==> src/design/bfiq_pkg.sv <==
// Shared types, codes and constants for the Bloom filter insert/query block.
// No dependencies; imported by every module of the block.
`default_nettype none
package bfiq_pkg;

  localparam int DEF_MAX_WORDS  = 1024;
  localparam int DEF_MAX_PROBES = 30;

  localparam int WORD_W   = 64;
  localparam int HASH_W   = 64;
  localparam int HALF_W   = 32;
  localparam int PROBE_W  = 5;
  localparam int FWORDS_W = 11;
  localparam int REQ_W    = 2;
  localparam int CFG_IDX_W  = 2;
  localparam int CFG_DATA_W = 11;
  localparam int BIT_IDX_W  = 6;

  // request codes
  localparam logic [REQ_W-1:0] REQ_INSERT = 2'd0;
  localparam logic [REQ_W-1:0] REQ_QUERY  = 2'd1;
  localparam logic [REQ_W-1:0] REQ_CLEAR  = 2'd2;

  // configuration register indexes
  localparam logic [CFG_IDX_W-1:0] CFG_PROBE_COUNT  = 2'd0;
  localparam logic [CFG_IDX_W-1:0] CFG_FILTER_WORDS = 2'd1;
  localparam logic [CFG_IDX_W-1:0] CFG_ACCEPT_ALL   = 2'd2;

  typedef enum logic [2:0] {
    ST_CLEAR,
    ST_IDLE,
    ST_CALC,
    ST_READ,
    ST_CHECK,
    ST_DONE
  } bfiq_state_t;

  typedef struct packed {
    logic load;  // take h1/h2 from the new key
    logic step;  // register product of current x, advance x by h2
  } bfiq_probe_ctrl_t;

  // address bits for a store of n words
  function automatic int addr_width(input int n);
    return (n > 1) ? $clog2(n) : 1;
  endfunction

  // bits needed to hold a word count of 0..n
  function automatic int count_width(input int n);
    return $clog2(n + 1);
  endfunction

endpackage
`default_nettype wire

==> src/design/bfiq_probe_unit.sv <==
// Shared probe position unit: one adder steps x = h1 + i*h2, one multiplier
// scales x by the active word count. Depends on bfiq_pkg.
`default_nettype none
module bfiq_probe_unit
  import bfiq_pkg::*;
#(
  parameter int MAX_WORDS = DEF_MAX_WORDS,
  localparam int AW = addr_width(MAX_WORDS),
  localparam int WW = count_width(MAX_WORDS)
) (
  input  wire logic                 clk,
  input  wire bfiq_probe_ctrl_t     ctrl,
  input  wire logic [HASH_W-1:0]    key_hash,
  input  wire logic [WW-1:0]        words,
  output logic      [AW-1:0]        word_addr,
  output logic      [BIT_IDX_W-1:0] bit_idx
);

  localparam int PW = HALF_W + WW;

  logic [HALF_W-1:0] x_r, x_nxt;
  logic [HALF_W-1:0] h2_r, h2_nxt;
  logic [PW-1:0]     prod_r, prod_nxt;

  always_comb begin
    x_nxt    = x_r;
    h2_nxt   = h2_r;
    prod_nxt = prod_r;
    if (ctrl.load) begin
      x_nxt  = key_hash[HALF_W-1:0];
      h2_nxt = key_hash[HASH_W-1:HALF_W];
    end else if (ctrl.step) begin
      prod_nxt = PW'(x_r) * PW'(words);
      x_nxt    = x_r + h2_r;  // wraps mod 2^32
    end
  end

  always_ff @(posedge clk) begin
    x_r    <= x_nxt;
    h2_r   <= h2_nxt;
    prod_r <= prod_nxt;
  end

  // bit position = (x * words * 64) >> 32: word in the top bits, bit below
  assign word_addr = prod_r[HALF_W +: AW];
  assign bit_idx   = prod_r[HALF_W-1 -: BIT_IDX_W];

endmodule
`default_nettype wire

==> config.mk <==
export PLATFORM = sky130hd
export DESIGN_NAME = bfiq_probe_unit
export DESIGN_NICKNAME = d
export VERILOG_FILES = /design/src/design/bfiq_pkg.sv /design/src/design/bfiq_probe_unit.sv
export SDC_FILE = /design/constraint.sdc
export NUM_CORES = 1
export LEC_CHECK = 0
export BUFFER_PORTS_ARGS = -buffer_cell sky130_fd_sc_hd__buf_2
export CAP_MARGIN = 5
export CORE_MARGIN = 4
export CORE_UTILIZATION = 44
export CTS_CLUSTER_DIAMETER = 60
export CTS_CLUSTER_SIZE = 20
export DETAILED_ROUTE_END_ITERATION = 10
export PLACE_DENSITY = 0.64
export SETUP_SLACK_MARGIN = 0.2
export SYNTH_ARGS = -nofsm -noshare
export SYNTH_HDL_FRONTEND = slang
export SYNTH_SLANG_ARGS = --single-unit
==> constraint.sdc <==
create_clock -name clk -period 12.6 [get_ports clk]
set_input_delay 2.52 -clock clk [delete_from_list [all_inputs] [get_ports clk]]
set_output_delay 2.52 -clock clk [all_outputs]
set_load 0.01 [all_outputs]
# Word-level counts from Yosys, hierarchy flattened
# Index checks and enable logic that the tools add are counted.
# Widths: inputs -> output; s select.
# op_classes
add_sub_neg	1
multipliers	1
muxes	2
n_bitwise	1
reduce_logical	2
# ops
op	n
$mux 32	2
$mul 32x11->42	1
$add 32x32->32	1
$reduce_and 2->1	1
$reduce_bool 2->1	1
$not 1->1	1
# totals
ff_bits	106
in_bits	78
out_inout_bits	16
word_cells	10

# Depth between registers and ports, before layout
# Gate-level depths: netlist (run 1).
# depth
word_depth	3
ltp_mapped	21
depth_no_buf	20

# Worst setup path after synthesis (run 1)
# Ideal clock, no wire load.
# synth_timing
path_type	input port to flip-flop
start	in words[5]
end	reg prod_r[41], data pin
setup_ns	0.268
arrival_time_ns	7.389
required_ns	12.332
path_slack_ns	4.943
stages	19
n_path_buf	1
path_cell_list	clkbuf_1 nand2_1 fa_1 inv_1 fa_1 fa_1 fa_1 inv_1 fa_1 inv_1 ha_1 nand4_1 nor4_2 nand2_1 o41ai_2 o31ai_2 o31ai_4 mux2i_1 o211ai_1
# synth_via
elab_chain_cells	1
# synth_lines
element	line	rtl
from (decl)	bfiq_probe_unit.sv:14	input wire logic [WW-1:0] words,
$mul 32x11->42	bfiq_probe_unit.sv:33	prod_nxt = PW'(x_r) * PW'(words);
to (signal assigned)	bfiq_probe_unit.sv:41	prod_r <= prod_nxt;
to (decl)	bfiq_probe_unit.sv:23	logic [PW-1:0] prod_r, prod_nxt;
# No other way between the ends.
# A chain may end at the register's enable or synchronous reset.

# Worst setup path after layout (run 1)
# layout_timing
start	in words[2]
end	reg prod_r[41], data pin
# The elaborated chain is that of the path after synthesis.

==> results of run 1 <==
-- layout make-up --
type                       instances  area [um2]  share of cell area [%]
sequential                        80        2402                   15.69
tap                              435       544.3                   3.555
clock inverter                     7       71.32                  0.4658
clock buffer                       9       225.2                   1.471
multi-input combinational       1078       10660                   69.61
timing repair buffer              95       483.0                   3.155
inverter                         247       927.1                   6.056
-- worst paths after layout --
| kind | from | end |
|---|---|---|
| max reg2reg | x_r[14]$_DFFE_PP_ | prod_r[41]$_DFFE_PP_ |
| max | words[2] | prod_r[41]$_DFFE_PP_ |
| min reg2reg | h2_r[0]$_DFFE_PP_ | x_r[0]$_DFFE_PP_ |
| min | h2_r[0]$_DFFE_PP_ | x_r[0]$_DFFE_PP_ |
-- logic make-up after synthesis --
group / count (synthesis)
AO/OA/AOI/OAI: 173
XOR/XNOR: 39
adder cells (fa/ha/maj): 374
buffers and inverters: 325
flip-flops: 80
multiplexers: 4
AND/OR/NAND/NOR: 488
-- layer usage --
layer  part of all wire [%]  wire, um  vias to the layer above
met2                     47     15940                      290
met3                    6.0      2048                       28
li1                       -         -                     4691
met4                    1.0       357                        0
met5                      0         0                        -
met1                     46     15770                     5220
-- stage by stage --
step / util, % / worst slack (ns) / instances / hold WS, ns
finish: 48.14 / 4.229 / 1951 / 0.6732
global route: 48.14 / 4.034 / 1951 / 0.7142
CTS: 48.14 / 4.264 / 1951 / 0.6907
detailed placement: 47.21 / 3.891 / 1935 / 0.6806
global placement: 47.21 / 4.004 / 1935 / 0.6655
floorplan: - / 4.943 / 1483 / 0.6366
-- cell usage in the layout, fill, tap and decap left out, types with 9 or more instances in the layout --
cell	instances
buf_2	92
edfxtp_1	80
xnor2_1	23
xor2_1	16
o21ai_0	37
fa_1	268
nor3_1	9
a21o_1	32
ha_1	106
and2_1	147
nand2_1	266
a21oi_1	40
nor2_1	19
nand4_1	9
clkbuf_16	9
inv_1	246
-- sequential cells by signal, indices dropped and copies added, names as in the netlist --
signal,flops
x_r,32
prod_r,16
h2_r,32
-- tightest hold or removal path, stage by stage, from the launching register on --
cell and delay, ns:
edfxtp_1 0.34, ha_1 0.12, mux2_2 0.13
==> out/qor.csv, run 1 <==
metric;value;unit
die outline width;188.2;um
worst-case clock buffer depth;2;
CP required;12.69;ns
post-route cell area;0.01531;mm2
share of final-layout standard cells stronger than drive strength 1;8.905;%
Synth warnings;0;
clock-pin slew on the worst setup and hold paths;0.07;ns
deepest level of the CTS H-tree;3;
top cell types by occurrence after synthesis;fa_1 (268), nand2_1 (266), inv_1 (246);
clock tree from TritonCTS;yes;
floorplan die area;0.03542;mm2
leading register cell type out of synthesis;edfxtp_1;
crit path cell chain;buf_2 > nand2_1 > fa_1 > fa_1 > inv_1 > fa_1 > fa_1 > inv_1 > fa_1 > inv_1 > ha_1 > nand4_1 > nor4_2 > nand2_1 > o41ai_2 > o31ai_2 > o31ai_4 > mux2i_1 > o211ai_1;
transition time of the tightest slew-check pin;0.8565;ns
number of buffers added on ports;93;
overall global routing resource usage;19.92;%
met1 demand-to-capacity share in global routing;29.00;%
count of antenna-violating nets left after detailed routing;0;
kind of end point of the critical path;flip-flop;
Filler cells;2999;
Std-Cell Core Area;0.03180;mm2
result of the run;complete, no violations;
xor/xnor cell area share of the yosys netlist;2.391;%
worst-case reg-to-reg path depth;18;
register bit total from synthesis;80;
setup repair after global routing missed its margin;no;
logic depth of the worst path, buffers included;19;
DR vias/cell;5.243;
growth of design area from synthesis to finish;7.145;%
final routed wire length divided by cell count;17.49;um
fraction of the mapped netlist area in simple logic gates;16.44;%
combinational family with the most area after synthesis;adder cells;
Boundary Pins;94;
total half-perimeter wirelength after legalization and detailed placement;26630;um
via count of the first global-routing pass;10999;
leading cell type by number of instances after synthesis;fa_1;
die outline height;188.2;um
Period minus WS final;8.371;ns
Initial Util;44.93;%
met2 global-route usage;32.26;%
post-synthesis async set-or-reset flop share;0;%
mux cell area share after synthesis;0.2977;%
layer with the highest usage after global routing;met2;
number of buffers added to fix hold violations after cts;0;
total negative setup slack;0;ns
post-detailed-route DRC marker count;0;
later-pin clock latency in the skew report;0.36;ns
gate count of the mapped netlist;1483;
share of synthesized area occupied by flip-flops and latches;16.81;%
WHS Path Cells;2;
top-area cell type share of the netlist area;37.55;%
distinct cell type count after synthesis;71;
highest clock rate;119.5;MHz
detailed-routing iteration count for the pre-antenna-repair pass;4;
floorplan row count;65;
routability cong.;0.8979;
kind of start point of the critical path;input pin;
internal reg-to-reg setup slack;6.23;ns
cell at the slowest stage of the critical path;buf_2;
Clock Root Buffer;clkbuf_16;
net count after synthesis;1935;
# clock sinks;80;
overflow left after global routing;0;
Worst Clk Skew;0.01863;ns
quantity of gates resized following cts;0;
First DRT Iteration DRCs;435;
Maximum Capacitance Violations;0;
count of final max-slew check failures;0;
met3 global-route usage;3.168;%
dpl cell area;0.01501;mm2
CTS buffer count;9;
global-route wire length before repair;56930;um
min-delay worst type;reg2reg;
period utilisation layout;66.43;%
total buffers and inverters traversed by the critical path;4;
post-synthesis average cell area;9.635;um2
Total Nets Final;1963;
classification of the worst setup path;in2reg;
Crit path top cell by count;fa_1;
number of antenna violations at the first check in global routing;0;
adder-cell share of the synthesized area;46.83;%
number of hold violations in the final report;0;
top cells by area, synth;fa_1 (38%), edfxtp_1 (17%), ha_1 (9.3%);
crit path max fanout;32;
fraction of the mapped netlist area in compound gates;8.625;%
arrival time worst endpoint;8.47;ns
number of enable flip-flop cells after synthesis;80;
total number of vias;10229;
cell family with the largest share of critical-path delay;adder cells;
# Post-CTS Setup Buffers;0;
tightest slew margin relative to the limit;42.90;%
highest cell delay on the worst timing path;0.56;ns
pin count of the biggest net entering global routing;58;
total standard cell area after synthesis;0.01429;mm2
number of inserted diodes;0;
Detailed Route WL;34120;um
post-synthesis cell type with the largest combined area;fa_1;
final setup violation count;0;
Power of run 1 is not shown: default switching activity piles up to over one toggle a cycle in this logic, so the estimate is an artifact.
==> run 2, diff against run 1 <==
--- a/config.mk
+++ b/config.mk
@@ -5,6 +5,7 @@
 export SDC_FILE = /design/constraint.sdc
 export NUM_CORES = 1
 export LEC_CHECK = 0
+export ABC_AREA = 1
 export BUFFER_PORTS_ARGS = -buffer_cell sky130_fd_sc_hd__buf_2
 export CAP_MARGIN = 5
 export CORE_MARGIN = 4
==> constraint.sdc (replaced) <==
create_clock -name clk -period 8 [get_ports clk]
set_input_delay 1.6 -clock clk [delete_from_list [all_inputs] [get_ports clk]]
set_output_delay 1.6 -clock clk [all_outputs]
set_load 0.01 [all_outputs]
==> run 2 against run 1 <==
Sequential cell count unchanged. Critical path type unchanged. Clock skew decreased by 0.0038 ns. Cell area increased by 12%. Register-to-register slack got worse by 3.5 ns. Wire length increased by 26%. Largest cell class unchanged.
==> out/qor.csv, run 2 <==
metric;value;unit
CP required;8.10;ns
result of the run;complete, no violations;
number of inserted diodes;0;
First DRT Iteration DRCs;842;
highest-count cells in the layout ignoring fill and taps;nand2_1 (712), inv_1 (494), fa_1 (268), nor2_1 (116), ha_1 (106);
Maximum Capacitance Violations;0;
internal reg-to-reg setup slack;2.70;ns
number of enable flip-flop cells after synthesis;80;
layer with the highest usage after global routing;met2;
overflow left after global routing;0;
global-route wire length before repair;71620;um
floorplan die area;0.03955;mm2
top flop regs;h2_r x32, x_r x32, prod_r x16;
most common cell after layout, fill and taps aside;nand2_1;
final std cells w/o fill;2650;
total number of vias;13586;
Std-Cell Core Area;0.03574;mm2
growth of design area from synthesis to finish;7.088;%
detailed-routing iteration count for the pre-antenna-repair pass;5;
min-delay worst type;reg2reg;
leading cell type by number of instances after synthesis;nand2_1;
arrival time worst endpoint;6.57;ns
Clock Root Buffer;clkbuf_16;
origin of the critical flop-to-flop path;x_r[10]$_DFFE_PP_;
leading register cell type out of synthesis;edfxtp_1;
Reg-to-Reg End;prod_r[36]$_DFFE_PP_;
Filler cells;3644;
die outline width;198.9;um
CP startpoint;words[2];
placed cells;2634;
setup repair after global routing missed its margin;no;
worst-case reg-to-reg path depth;20;
number of buffers added on ports;93;
setup slack after placement;1.230;ns
met3 global-route usage;3.743;%
timing endpoint of the critical path;prod_r[40]$_DFFE_PP_;
transition time of the tightest slew-check pin;0.9247;ns
Detailed Route WL;42990;um
DR vias/cell;5.127;
tightest slew margin relative to the limit;38.29;%
total negative setup slack;0;ns
top cells by area, synth;fa_1 (33%), nand2_1 (17%), edfxtp_1 (15%);
share of final-layout standard cells stronger than drive strength 1;5.391;%
gate count of the mapped netlist;2148;
quantity of gates resized following cts;0;
net count after synthesis;2600;
Synth warnings;0;
count of final max-slew check failures;0;
Initial Util;44.85;%
routability cong.;0.9643;
clock tree from TritonCTS;yes;
share of synthesized area occupied by flip-flops and latches;14.99;%
count of antenna-violating nets left after detailed routing;0;
top-area cell type share of the netlist area;33.47;%
area of the multi-input gates;0.01150;mm2
post-detailed-route DRC marker count;0;
post-synthesis average cell area;7.462;um2
final routed wire length divided by cell count;16.22;um
CTS buffer count;9;
met2 global-route usage;38.37;%
via count of the first global-routing pass;14567;
total half-perimeter wirelength after legalization and detailed placement;35190;um
number of antenna violations at the first check in global routing;2;
pin count of the biggest net entering global routing;77;
worst-case clock buffer depth;2;
Worst Clk Skew;0.01483;ns
clock-pin slew on the worst setup and hold paths;0.08;ns
floorplan row count;69;
kind of end point of the critical path;flip-flop;
Boundary Pins;94;
overall global routing resource usage;22.58;%
later-pin clock latency in the skew report;0.36;ns
met1 demand-to-capacity share in global routing;30.39;%
classification of the worst setup path;in2reg;
crit path max fanout;32;
distinct cell type count after synthesis;33;
kind of start point of the critical path;input pin;
footprint of the flip-flops and latches;0.002402;mm2
Total Nets Final;2636;
total standard cell area after synthesis;0.01603;mm2
period utilisation layout;80.83;%
post-synthesis async set-or-reset flop share;0;%
Period minus WS final;6.466;ns
top cell types by occurrence after synthesis;nand2_1 (713), inv_1 (494), fa_1 (268);
number of buffers added to fix hold violations after cts;0;
# Post-CTS Setup Buffers;0;
smallest setup slack after layout;1.534;ns
highest clock rate;154.7;MHz
deepest level of the CTS H-tree;3;
number of hold violations in the final report;0;
die outline height;198.9;um
post-synthesis cell type with the largest combined area;fa_1;
register bit total from synthesis;80;
final setup violation count;0;
Hold Path Origin;h2_r[0]$_DFFE_PP_;
# clock sinks;80;
run 2: cell count changes after synthesis, moves of 40 or more:
cell / before / now
inv_1: 246 / 494
and2_1: 147 / 3
a21oi_1: 40 / 80
nor2_1: 19 / 116
nand3_1: 6 / 57
nand2_1: 266 / 713
run 2: logic make-up after synthesis:
family,share of synthesized area [%]
compound gates,5.753
xor+xnor,0.8196
fa+ha+maj,41.75
buf+inv,13.26
flops,14.99
simple gates,23.43
run 2: area by class of cell:
cell class | instances | area share (%)
Clock buffer | 9 | 1.312
Tap cell | 461 | 3.360
Sequential cell | 80 | 14.00
Timing Repair Buffer | 97 | 2.887
Multi-Input combinational cell | 1502 | 67.02
Inverter | 494 | 10.80
Clock inverter | 7 | 0.6269
run 2: routing by layer:
| layer | share of wire, % | wire (um) |
|---|---|---|
| met5 | 0.035 | 15 |
| met4 | 2.1 | 903 |
| met3 | 6.6 | 2827 |
| met2 | 47 | 20180 |
| met1 | 44 | 19060 |
run 2: how the worst min path moves through the flow:
| stage | to | slack (ns) | depth (start not counted) |
|---|---|---|---|
| detailed placement | x_r[0]$_DFFE_PP_ | 0.63 | 3 |
| floorplan | x_r[0]$_DFFE_PP_ | 0.60 | 3 |
| finish | x_r[0]$_DFFE_PP_ | 0.64 | 3 |
| CTS | x_r[0]$_DFFE_PP_ | 0.65 | 3 |
| global placement | x_r[0]$_DFFE_PP_ | 0.62 | 3 |
| global route | x_r[0]$_DFFE_PP_ | 0.68 | 3 |
run 2: through the flow:
stage	hold WS (ns)	cell area (um2)	util, %
after floorplan	0.5986	16030	-
after global placement	0.6220	16830	47.09
after detailed placement	0.6292	16830	47.09
after CTS	0.6527	17170	48.03
after global routing	0.6801	17170	48.03
final	0.6389	17170	48.03
run 2: worst max-delay path, cell delays in order:
cell and delay [ns]:
buf_2 0.56, nand2_1 0.18, fa_1 0.57, inv_1 0.05
fa_1 0.49, inv_1 0.05, fa_1 0.52, inv_1 0.05
fa_1 0.47, inv_1 0.05, fa_1 0.48, inv_1 0.04
ha_1 0.33, nand2_1 0.10, nor2_1 0.22, nand2_1 0.14
nor2_1 0.20, nand4_1 0.21, nand4_1 0.14, nand2_1 0.07
Power of run 2 is left out for the same reason.
